===== src/design/rhcc_pkg.sv =====
`timescale 1ns / 1ps

package rhcc_pkg;

   localparam int CompWidth   = 8;    // one color component
   localparam int QuotWidth   = 9;    // hue 0..359, saturation 0..256
   localparam int HueNumWidth = 17;   // hue numerator below 360 * 255
   localparam int SatNumWidth = 16;   // delta * 256
   localparam int CsrWidth    = 9;
   localparam int CsrIdxWidth = 3;

   // One slot of the restoring divider pipeline: both divisions run side by side.
   typedef struct packed {
      logic [HueNumWidth-1:0] hue_rem;
      logic [QuotWidth-1:0]   hue_quot;
      logic [CompWidth-1:0]   delta;      // hue divisor
      logic [SatNumWidth-1:0] sat_rem;
      logic [QuotWidth-1:0]   sat_quot;
      logic [CompWidth-1:0]   max_val;    // saturation divisor
   } div_stage_type;

endpackage


===== src/design/rhcc_div_pipe.sv =====
`timescale 1ns / 1ps

// Pipelined restoring divider, one quotient bit per stage, MSB first.
// Hue: num / delta. Saturation: (delta << 8) / max. A zero divisor forces every
// quotient bit to zero; the remainder keeps the dividend, which is then zero too.
module rhcc_div_pipe (
   input  logic                   clock,
   input  logic                   reset,
   input  logic                   in_valid,
   input  rhcc_pkg::div_stage_type div_in,
   output logic                   out_valid,
   output rhcc_pkg::div_stage_type div_out
);

   localparam int Stages = rhcc_pkg::QuotWidth;

   rhcc_pkg::div_stage_type stage_ff [Stages];
   rhcc_pkg::div_stage_type stage_in [Stages];
   rhcc_pkg::div_stage_type stage_src [Stages];
   logic [Stages-1:0]       valid_ff;

   for (genvar k = 0; k < Stages; k++) begin : g_stage
      localparam int Shift = Stages - 1 - k;

      logic [rhcc_pkg::HueNumWidth-1:0] hue_sub;
      logic [rhcc_pkg::SatNumWidth-1:0] sat_sub;
      logic                             hue_bit;
      logic                             sat_bit;

      if (k == 0) begin : g_first
         assign stage_src[k] = div_in;
      end else begin : g_next
         assign stage_src[k] = stage_ff[k-1];
      end

      assign hue_sub = rhcc_pkg::HueNumWidth'(stage_src[k].delta) << Shift;
      assign sat_sub = rhcc_pkg::SatNumWidth'(stage_src[k].max_val) << Shift;
      assign hue_bit = (stage_src[k].delta != '0) && (stage_src[k].hue_rem >= hue_sub);
      assign sat_bit = (stage_src[k].max_val != '0) && (stage_src[k].sat_rem >= sat_sub);

      always_comb begin
         stage_in[k]          = stage_src[k];
         stage_in[k].hue_quot = {stage_src[k].hue_quot[rhcc_pkg::QuotWidth-2:0], hue_bit};
         stage_in[k].sat_quot = {stage_src[k].sat_quot[rhcc_pkg::QuotWidth-2:0], sat_bit};
         if (hue_bit) begin
            stage_in[k].hue_rem = stage_src[k].hue_rem - hue_sub;
         end
         if (sat_bit) begin
            stage_in[k].sat_rem = stage_src[k].sat_rem - sat_sub;
         end
      end

      always_ff @(posedge clock) begin
         stage_ff[k] <= stage_in[k];
      end
   end

   always_ff @(posedge clock) begin
      if (reset) begin
         valid_ff <= '0;
      end else begin
         valid_ff <= {valid_ff[Stages-2:0], in_valid};
      end
   end

   assign out_valid = valid_ff[Stages-1];
   assign div_out   = stage_ff[Stages-1];

endmodule


===== src/design/rgb_to_hsv_color_classifier.sv =====
`timescale 1ns / 1ps
// A start transfer passes the registers of max/min, hue numerator,
// nine divider stages and classification before its rsp_valid.
// Throughput: one pixel per clock; the nine-stage restoring divider is fully pipelined.
// busy is never raised and the receiver cannot stall, so nothing ever waits.
// Reset clears all valid bits and reloads the threshold registers with their defaults.
module rgb_to_hsv_color_classifier (
   input  logic                              clock,
   input  logic                              reset,
   input  logic                              start,
   output logic                              busy,
   input  logic [rhcc_pkg::CompWidth-1:0]    req_blue,
   input  logic [rhcc_pkg::CompWidth-1:0]    req_green,
   input  logic [rhcc_pkg::CompWidth-1:0]    req_red,
   input  logic                              csr_we,
   input  logic [rhcc_pkg::CsrIdxWidth-1:0]  csr_index,
   input  logic [rhcc_pkg::CsrWidth-1:0]     csr_wdata,
   output logic                              rsp_valid,
   output logic [rhcc_pkg::QuotWidth-1:0]    rsp_hue,
   output logic [rhcc_pkg::QuotWidth-1:0]    rsp_saturation_q8,
   output logic [rhcc_pkg::CompWidth-1:0]    rsp_value,
   output logic                              rsp_is_green_background,
   output logic                              rsp_is_green_font,
   output logic                              rsp_is_green,
   output logic                              rsp_is_white_background
);

   localparam int CW = rhcc_pkg::CompWidth;
   localparam int QW = rhcc_pkg::QuotWidth;
   localparam int NumWidth = 19;   // signed hue numerator before the wrap

   typedef enum logic [2:0] {
      CSR_SAT_THRESHOLD  = 3'd0,
      CSR_HUE_LOW        = 3'd1,
      CSR_HUE_HIGH       = 3'd2,
      CSR_DARK_VALUE_MAX = 3'd3,
      CSR_FONT_VALUE_MIN = 3'd4,
      CSR_WHITE_SAT      = 3'd5,
      CSR_WHITE_VALUE    = 3'd6
   } csr_index_type;

   typedef enum logic [1:0] {
      SECTOR_RED   = 2'd0,
      SECTOR_GREEN = 2'd1,
      SECTOR_BLUE  = 2'd2
   } sector_type;

   // configuration
   logic [QW-1:0] sat_threshold_ff;
   logic [QW-1:0] hue_low_ff;
   logic [QW-1:0] hue_high_ff;
   logic [CW-1:0] dark_value_max_ff;
   logic [CW-1:0] font_value_min_ff;
   logic [QW-1:0] white_sat_ff;
   logic [CW-1:0] white_value_min_ff;

   always_ff @(posedge clock) begin
      if (reset) begin
         sat_threshold_ff   <= QW'(56);
         hue_low_ff         <= QW'(70);
         hue_high_ff        <= QW'(180);
         dark_value_max_ff  <= CW'(100);
         font_value_min_ff  <= CW'(150);
         white_sat_ff       <= QW'(50);
         white_value_min_ff <= CW'(140);
      end else if (csr_we) begin
         case (csr_index_type'(csr_index))
            CSR_SAT_THRESHOLD:  sat_threshold_ff   <= csr_wdata;
            CSR_HUE_LOW:        hue_low_ff         <= csr_wdata;
            CSR_HUE_HIGH:       hue_high_ff        <= csr_wdata;
            CSR_DARK_VALUE_MAX: dark_value_max_ff  <= csr_wdata[CW-1:0];
            CSR_FONT_VALUE_MIN: font_value_min_ff  <= csr_wdata[CW-1:0];
            CSR_WHITE_SAT:      white_sat_ff       <= csr_wdata;
            CSR_WHITE_VALUE:    white_value_min_ff <= csr_wdata[CW-1:0];
            default: ;
         endcase
      end
   end

   assign busy = 1'b0;

   // stage A: max, min and hue sector
   logic          accept;
   logic [CW-1:0] max_in;
   logic [CW-1:0] min_in;
   sector_type    sector_in;

   logic          a_valid_ff;
   logic [CW-1:0] a_blue_ff, a_green_ff, a_red_ff, a_max_ff, a_min_ff;
   sector_type    a_sector_ff;

   assign accept = start && !busy;

   always_comb begin
      max_in = req_red;
      if (req_green > max_in) max_in = req_green;
      if (req_blue > max_in)  max_in = req_blue;
      min_in = req_red;
      if (req_green < min_in) min_in = req_green;
      if (req_blue < min_in)  min_in = req_blue;
      // red wins ties, then green
      if (req_blue > req_green && req_blue > req_red) begin
         sector_in = SECTOR_BLUE;
      end else if (req_green > req_red) begin
         sector_in = SECTOR_GREEN;
      end else begin
         sector_in = SECTOR_RED;
      end
   end

   always_ff @(posedge clock) begin
      if (reset) begin
         a_valid_ff <= 1'b0;
      end else begin
         a_valid_ff <= accept;
      end
      a_blue_ff   <= req_blue;
      a_green_ff  <= req_green;
      a_red_ff    <= req_red;
      a_max_ff    <= max_in;
      a_min_ff    <= min_in;
      a_sector_ff <= sector_in;
   end

   // stage B: hue numerator, exact: hue = num / delta with num in [0, 360*delta)
   logic [CW-1:0]              delta_in;
   logic signed [CW:0]         diff_in;
   logic signed [NumWidth-1:0] delta_ext;
   logic signed [NumWidth-1:0] num_in;
   rhcc_pkg::div_stage_type    b_div_ff;
   logic                       b_valid_ff;

   always_comb begin
      delta_in  = a_max_ff - a_min_ff;
      delta_ext = signed'(NumWidth'(delta_in));
      case (a_sector_ff)
         SECTOR_BLUE: begin
            diff_in = signed'({1'b0, a_red_ff}) - signed'({1'b0, a_green_ff});
            num_in  = NumWidth'(diff_in) * NumWidth'(60) + delta_ext * NumWidth'(240);
         end
         SECTOR_GREEN: begin
            diff_in = signed'({1'b0, a_blue_ff}) - signed'({1'b0, a_red_ff});
            num_in  = NumWidth'(diff_in) * NumWidth'(60) + delta_ext * NumWidth'(120);
         end
         default: begin
            diff_in = signed'({1'b0, a_green_ff}) - signed'({1'b0, a_blue_ff});
            num_in  = NumWidth'(diff_in) * NumWidth'(60);
            if (num_in < 0) begin
               num_in = num_in + delta_ext * NumWidth'(360);
            end
         end
      endcase
   end

   always_ff @(posedge clock) begin
      if (reset) begin
         b_valid_ff <= 1'b0;
      end else begin
         b_valid_ff <= a_valid_ff;
      end
      b_div_ff.hue_rem  <= num_in[rhcc_pkg::HueNumWidth-1:0];
      b_div_ff.hue_quot <= '0;
      b_div_ff.delta    <= delta_in;
      b_div_ff.sat_rem  <= {delta_in, 8'b0};
      b_div_ff.sat_quot <= '0;
      b_div_ff.max_val  <= a_max_ff;
   end

   // nine divider stages
   logic                    div_valid;
   rhcc_pkg::div_stage_type div_res;

   rhcc_div_pipe u_div (
      .clock     (clock),
      .reset     (reset),
      .in_valid  (b_valid_ff),
      .div_in    (b_div_ff),
      .out_valid (div_valid),
      .div_out   (div_res)
   );

   // classification; thresholds are integers so floor plus remainder gives exact tests
   logic sat_hi, sat_lo, white_lo, hue_in, green_in;
   logic bg_in, font_in, white_in;

   always_comb begin
      sat_hi = (div_res.sat_quot > sat_threshold_ff) ||
               ((div_res.sat_quot == sat_threshold_ff) && (div_res.sat_rem != '0));
      sat_lo   = (div_res.max_val != '0) && (div_res.sat_quot < sat_threshold_ff);
      white_lo = (div_res.max_val != '0) && (div_res.sat_quot < white_sat_ff);
      // gray pixel: delta is zero, and the hue test passes without checking the bounds
      hue_in = (div_res.delta == '0) ||
               ((div_res.hue_quot >= hue_low_ff) &&
                ((div_res.hue_quot < hue_high_ff) ||
                 ((div_res.hue_quot == hue_high_ff) && (div_res.hue_rem == '0))));
      green_in = sat_hi && hue_in;
      bg_in    = green_in || (sat_lo && (div_res.max_val < dark_value_max_ff));
      font_in  = sat_lo && (div_res.max_val > font_value_min_ff);
      white_in = white_lo && (div_res.max_val >= white_value_min_ff);
   end

   logic          rsp_valid_ff;
   logic [QW-1:0] rsp_hue_ff, rsp_sat_ff;
   logic [CW-1:0] rsp_value_ff;
   logic          rsp_bg_ff, rsp_font_ff, rsp_green_ff, rsp_white_ff;

   always_ff @(posedge clock) begin
      if (reset) begin
         rsp_valid_ff <= 1'b0;
      end else begin
         rsp_valid_ff <= div_valid;
      end
      rsp_hue_ff   <= div_res.hue_quot;
      rsp_sat_ff   <= div_res.sat_quot;
      rsp_value_ff <= div_res.max_val;
      rsp_bg_ff    <= bg_in;
      rsp_font_ff  <= font_in;
      rsp_green_ff <= green_in;
      rsp_white_ff <= white_in;
   end

   assign rsp_valid               = rsp_valid_ff;
   assign rsp_hue                 = rsp_hue_ff;
   assign rsp_saturation_q8       = rsp_sat_ff;
   assign rsp_value               = rsp_value_ff;
   assign rsp_is_green_background = rsp_bg_ff;
   assign rsp_is_green_font       = rsp_font_ff;
   assign rsp_is_green            = rsp_green_ff;
   assign rsp_is_white_background = rsp_white_ff;

endmodule

===== config.mk =====
export PLATFORM = sky130hd
export DESIGN_NAME = rgb_to_hsv_color_classifier
export DESIGN_NICKNAME = d
export VERILOG_FILES = /design/src/design/rhcc_pkg.sv /design/src/design/rhcc_div_pipe.sv /design/src/design/rgb_to_hsv_color_classifier.sv
export SDC_FILE = /design/constraint.sdc
export NUM_CORES = 2
export LEC_CHECK = 0
export BUFFER_PORTS_ARGS = -buffer_cell sky130_fd_sc_hd__clkbuf_2
export CORE_ASPECT_RATIO = 1.1
export CORE_MARGIN = 2
export CORE_UTILIZATION = 31
export CTS_BUF_LIST = sky130_fd_sc_hd__clkbuf_4
export CTS_CLUSTER_SIZE = 28
export DETAILED_ROUTE_END_ITERATION = 6
export GPL_TIMING_DRIVEN = 0
export PLACE_DENSITY = 0.48
export SYNTH_ARGS = -nofsm -noshare
export SYNTH_HDL_FRONTEND = slang
export SYNTH_SLANG_ARGS = --single-unit

===== constraint.sdc =====
create_clock -name clock -period 15.7 [get_ports clock]
set_input_delay 2.355 -clock clock [delete_from_list [all_inputs] [get_ports clock]]
set_output_delay 2.355 -clock clock [all_outputs]
set_load 0.005 [all_outputs]

# Yosys cells after proc, flatten, opt, wreduce, memory -nomap -nowiden
# Memories as Yosys holds them, arrays and structs flattened.
# Cells that the tools add are included.
[totals]
regBits = 177
mem_bits_rw = 603
input_bits = 40
out_inout_bits = 32
wordCells = 189
mem_count = 1
[op_classes]
n_addsub = 25
n_mul = 6
n_lt_le_gt_ge = 33
eq_ne = 10
muxes = 25
reduce_logical = 62
[memory_table]
columns = ["memory", "words", "word_bits", "read_ports", "rd_ports_with_merged_regs", "wr", "line_no", "rtl"]
rows = [
  ["u_div.stage_ff", 9, 67, 9, 0, 9, "rhcc_div_pipe.sv:17", "rhcc_pkg::div_stage_type stage_ff [Stages];"],
]
[op_table]
columns = ["cell", "count"]
rows = [
  ["17-bit 2-to-1 mux", 10],
  ["8-bit nonzero test", 19],
  ["16-bit 2-to-1 mux", 9],
  ["9-bit by 5-bit multiplier with 14-bit output, second input constant", 3],
  ["8-bit greater-than comparator", 5],
  ["16-bit by 17-bit adder with 17-bit output", 2],
  ["17-bit case mux with 2 select lines", 1],
  ["8-bit 2-to-1 mux", 4],
  ["1-bit logical AND", 28],
  ["9-bit < comparator", 3],
  ["8-bit by 8-bit subtractor with 9-bit output", 3],
  ["8-bit < comparator", 3],
  ["8-bit by 4-bit multiplier with 12-bit output, second input constant", 2],
  ["9-bit equality test", 2],
  ["16-bit by 16-bit adder with 17-bit output", 1],
  ["17-bit by 10-bit greater-or-equal comparator with 1-bit output", 1],
  ["17-bit by 11-bit greater-or-equal comparator with 1-bit output", 1],
  ["17-bit by 12-bit greater-or-equal comparator with 1-bit output", 1],
  ["17-bit by 13-bit greater-or-equal comparator with 1-bit output", 1],
  ["17-bit by 14-bit greater-or-equal comparator with 1-bit output", 1],
  ["17-bit by 15-bit greater-or-equal comparator with 1-bit output", 1],
  ["17-bit by 16-bit greater-or-equal comparator with 1-bit output", 1],
  ["17-bit by 8-bit greater-or-equal comparator with 1-bit output", 1],
  ["17-bit by 9-bit greater-or-equal comparator with 1-bit output", 1],
  ["other kinds (45)", 57],
]

# Longest topological paths before layout
# An unclocked memory read counts as a cell.
[depth]
word_depth = 8
ltp_mapped = 30
ltp_nobuf = 29

# Cells and area by module
# Synthesis repeated with hierarchy kept, for this count alone.
[hier_totals]
hier_cells = 3852
area_unflattened_um2 = 36638.9
[modules_own_cells]
columns = ["mod", "instances", "cells_each", "area_per_inst_um2", "seq_area_each_um2"]
rows = [
  ["rhcc_div_pipe", 1, 2086, 21478.1, 10810.4],
  ["rgb_to_hsv_color_classifier", 1, 1766, 15160.8, 3323.2],
]

# Least setup slack after synthesis
# No wires, ideal clock.
[synth_timing]
path_kind = "flip-flop to flip-flop"
start = "register a_blue_ff[0]"
end = "register b_div_ff[64] (netlist bit)"
setup_time_ns = 0.132
arrival_ns = 5.604
t_required_ns = 15.568
slack_ns = 9.964
stages_incl_launch_ff = 26
path_buffers = 1
period_less_slack_ns = 5.736
path_cell_list = "dfxtp_1 -> inv_1 -> ha_1 -> inv_1 -> fa_1 -> a211oi_1 -> o21bai_1 -> a211o_1 -> and2_1 -> clkbuf_1 -> ha_1 -> fa_1 -> inv_1 -> fa_1 -> inv_1 -> ha_1 -> o41ai_1 -> xnor2_1 -> ha_1 -> and3_1 -> a211oi_1 -> o21bai_1 -> a21oi_1 -> xnor2_1 -> a221oi_1 -> a21oi_1"
[synth_via]
elab_chain_cells = 5
word_cells_on_any_way = 9
classes_between = "add/sub (4); mul (2); order compare (1); mux (2)"
[synth_rtl]
columns = ["item", "line_no", "rtl"]
rows = [
  ["start: declaration", "rgb_to_hsv_color_classifier.sv:89", "logic [CW-1:0] a_blue_ff, a_green_ff, a_red_ff, a_max_ff, a_min_ff;"],
  ["start signal: assignment", "rgb_to_hsv_color_classifier.sv:117", "a_blue_ff <= req_blue;"],
  ["8-bit by 8-bit subtractor with 9-bit output", "rgb_to_hsv_color_classifier.sv:146", "diff_in = signed'({1'b0, a_green_ff}) - signed'({1'b0, a_blue_ff});"],
  ["9-bit by 5-bit multiplier with 14-bit output", "rgb_to_hsv_color_classifier.sv:147", "num_in = NumWidth'(diff_in) * NumWidth'(60);"],
  ["16-bit by 17-bit adder with 17-bit output / 16-bit by 1-bit < comparator with 1-bit output (equally long branches)", "rgb_to_hsv_color_classifier.sv:149, rgb_to_hsv_color_classifier.sv:148", ""],
  ["17-bit 2-to-1 mux", "rgb_to_hsv_color_classifier.sv:148", "if (num_in < 0) begin"],
  ["17-bit case mux with 2 select lines (*)", "rgb_to_hsv_color_classifier.sv:136", "case (a_sector_ff)"],
  ["via num_in[14]", "rgb_to_hsv_color_classifier.sv:129", "logic signed [NumWidth-1:0] num_in;"],
  ["end: declaration", "rgb_to_hsv_color_classifier.sv:130", "rhcc_pkg::div_stage_type b_div_ff;"],
]
# Mark *: on every way through the listed nets, which the timed path passes. The rest lies on a longest branch.
# A chain may end at the register's enable or synchronous reset.

# Final worst setup path
[layout_timing]
start = "register a_green_ff[0]"
end = "register b_div_ff[66] (netlist bit)"
[layout_via]
elab_chain_cells = 5
word_cells_on_any_way = 9
classes_between = "add/sub (4); mul (2); order compare (1); mux (2)"
[layout_rtl]
columns = ["item", "line_no", "rtl"]
rows = [
  ["start: declaration", "rgb_to_hsv_color_classifier.sv:89", ""],
  ["start signal: assignment", "rgb_to_hsv_color_classifier.sv:118", "a_green_ff <= req_green;"],
  ["8-bit by 8-bit subtractor with 9-bit output", "rgb_to_hsv_color_classifier.sv:146", ""],
  ["9-bit by 5-bit multiplier with 14-bit output", "rgb_to_hsv_color_classifier.sv:147", ""],
  ["16-bit by 17-bit adder with 17-bit output / 16-bit by 1-bit < comparator with 1-bit output (equally long branches)", "rgb_to_hsv_color_classifier.sv:149, rgb_to_hsv_color_classifier.sv:148", ""],
  ["17-bit 2-to-1 mux", "rgb_to_hsv_color_classifier.sv:148", ""],
  ["17-bit case mux with 2 select lines (*)", "rgb_to_hsv_color_classifier.sv:136", ""],
  ["via num_in[16]", "rgb_to_hsv_color_classifier.sv:129", ""],
]
# Marks and branches as above.

==> results.txt <==
fraction of layout cells with a size suffix above 1 -> 10.82%
area delta synth->final -> 12.63%
Vias -> 25260
Fillers -> 11570
total grt overflow -> 0
area of the core -> 111000 um2
initial antenna violation count -> 2
Final ANT Viol Nets -> 0
final worst-path cycle share -> 44.24%
Synth top area share -> 37.71%
Slew Limit Fails -> 0
cell count after synthesis -> 3726
Slew HR -> 13.82%
crit path kind -> reg -> reg
Worst Max-Slew Pin Slew -> 1.283 ns
top cells by count, synth -> 655 x dfxtp_1, 499 x inv_1, 426 x ha_1
IO Pins -> 72
routed length per instance -> 14.25 um
htree depth -> 4
Syn Std Cell Area -> 34770 um2
Post-synth top flop -> dfxtp_1
Clock Path Buffers -> 3
crit-path max FO -> 10
clock latency on the worst-skew pair -> 1.00 ns
count leader, synth -> dfxtp_1
Sink Count -> 655
Startpoint Class -> flop
setup tns final -> 0 ns
Die H -> 355.3 um
ranking of synthesized cells by area -> dfxtp_1 38%, ha_1 15%, inv_1 5.4%, fa_1 4.5%, xnor2_1 3.3%
Hold WC Path Type -> reg -> reg
via/cell ratio -> 4.517
first-pass GRT wire length -> 131300 um
Async S/R FF share, synth -> 0%
Final min period -> 6.946 ns
die area -> 114900 um2
hold slack -> 0.3025 ns
Final Setup Violations -> 0
status -> finished clean
Routed WL -> 79680 um
postcts setup bufs -> 0
DRC Markers -> 0
number of flops mapped to enable cells by yosys -> 0
clk slew on worst S/H paths -> 0.06 ns
clk_skew -> 0.06597 ns
initial drt markers -> 843
sequential area share after synthesis -> 37.71%
CTS Root Cell -> clkbuf_4
drt first pass iters -> 5
num rows -> 128
clock buffer count from CTS -> 173
Worst EP required -> 16.54 ns
fmax -> 144.0 MHz
syn_area_per_cell -> 9.332 um2
unrepaired setup endpoints after global routing -> false
multi-input gate area in the final layout -> 19560 um2
synth warn -> 0
#FFs+latches synth -> 655
register cell area after layout -> 13110 um2
dpl hpwl -> 63360 um
endpoint class of the critical path -> flop
Nets -> 4515
GRT Util Overall -> 14.17%
IO Port Bufs -> 69
CTS resizes -> 0
Synth area leader -> dfxtp_1
Die W -> 323.3 um
largest net degree at the start of global routing -> 17
syn nets -> 4271
hold buffers post-CTS -> 0
endpoints failing hold -> 0
Initial Utilization -> 31.33%
count of cell types in the netlist -> 88
Max-cap violations -> 0
Data arrival, critical path -> 7.79 ns
vias in the first global route -> 26070
CTS tree -> yes
RD Place Congestion -> 0.8365
[cells in the final DEF, fill, tap and decap left out, types with 48 or more instances in the layout]
cell and instances:
a21o_1 67, xor2_1 113, clkbuf_2 70, nand2_1 279, o21ai_0 179, mux2_2 62
nor2_1 249, clkbuf_4 243, nand2b_1 48, xnor2_1 131, inv_1 499, nor3_1 59
ha_1 426, mux2i_1 53, nor4_1 54, nor2b_1 78, dfxtp_1 655, fa_1 79
a21oi_1 162
[routing by layer]
layer | part of all wire (%) | vias up | track usage (%)
li1 | - | 13250 | -
met1 | 44 | 11510 | 16.45
met2 | 50 | 369 | 25.64
met3 | 3.6 | 127 | 2.851
met4 | 2.3 | 0 | 4.921
met5 | 0 | - | 0
[cell type report]
cell class | instances | share of cell area (%)
multi-input cells | 2524 | 49.96
diodes | 2 | 0.01278
clock buffers | 243 | 4.658
well taps | 1495 | 4.776
repair buffers | 69 | 0.8818
clock inverters | 57 | 0.8882
flip-flops and latches | 655 | 33.48
plain buffers | 47 | 0.5527
inverters | 500 | 4.792
[path summary, 6_finish.rpt]
kind | startpoint | end | slack, ns | depth (start not counted)
max | a_green_ff[0] | b_div_ff[66] | 8.75 | 27
min | u_div.stage_ff[0][378] | u_div.stage_ff[0][446] | 0.30 | 0
max reg2reg | a_green_ff[0] | b_div_ff[66] | 8.75 | 27
min reg2reg | u_div.stage_ff[0][378] | u_div.stage_ff[0][446] | 0.30 | 0
[worst max-delay path: stages (launching register included)]
cell and delay (ns):
dfxtp_1 0.33, inv_1 0.05, ha_1 0.19, inv_1 0.07, fa_1 0.20, a21oi_1 0.10, o21ai_1 0.19, a21oi_1 0.11
xnor2_1 0.95, ha_1 0.40, inv_1 0.07, fa_1 0.44, fa_1 0.51, inv_1 0.04, ha_1 0.21, o41ai_1 0.65
o21ai_0 0.32, nand4_1 0.18, o221ai_2 0.14, nor2_4 0.26, inv_2 0.10, buf_6 0.16, ha_1 0.32, a21o_1 0.17
a31oi_1 0.16, xnor2_1 0.15, nand2_1 0.14, a22oi_1 0.22
[through the flow]
stage                     util [%]  area, um2  std cells  setup slack, ns
after floorplan                  -      34770       3726            9.964
after global placement       33.32      36990       5290            8.655
after detailed placement     33.32      36990       5290            8.661
after CTS                    35.28      39160       5590            8.619
after global routing         35.29      39160       5592            8.179
final                        35.29      39160       5592            8.754
[sequential cells by signal, indices dropped and copies added (netlist names), 9 cells and up]
name / flops
rsp_saturation_q8: 9
white_sat_ff: 9
hue_low_ff: 9
u_div.stage_ff: 480
u_div.valid_ff: 9
rsp_hue: 9
b_div_ff: 31
sat_threshold_ff: 9
hue_high_ff: 9
[cells by family after synthesis]
logic type,count (synthesis),share of synthesized area (%)
fa+ha+maj,505,19.88
other cells,1,0.01079
xor+xnor,247,6.341
buf+inv,547,6.020
compound gates,684,12.76
mux,115,3.534
flops,655,37.71
simple gates,972,13.74
Power is not shown: default switching activity piles up to over one toggle a cycle in this logic, so the estimate is an artifact.
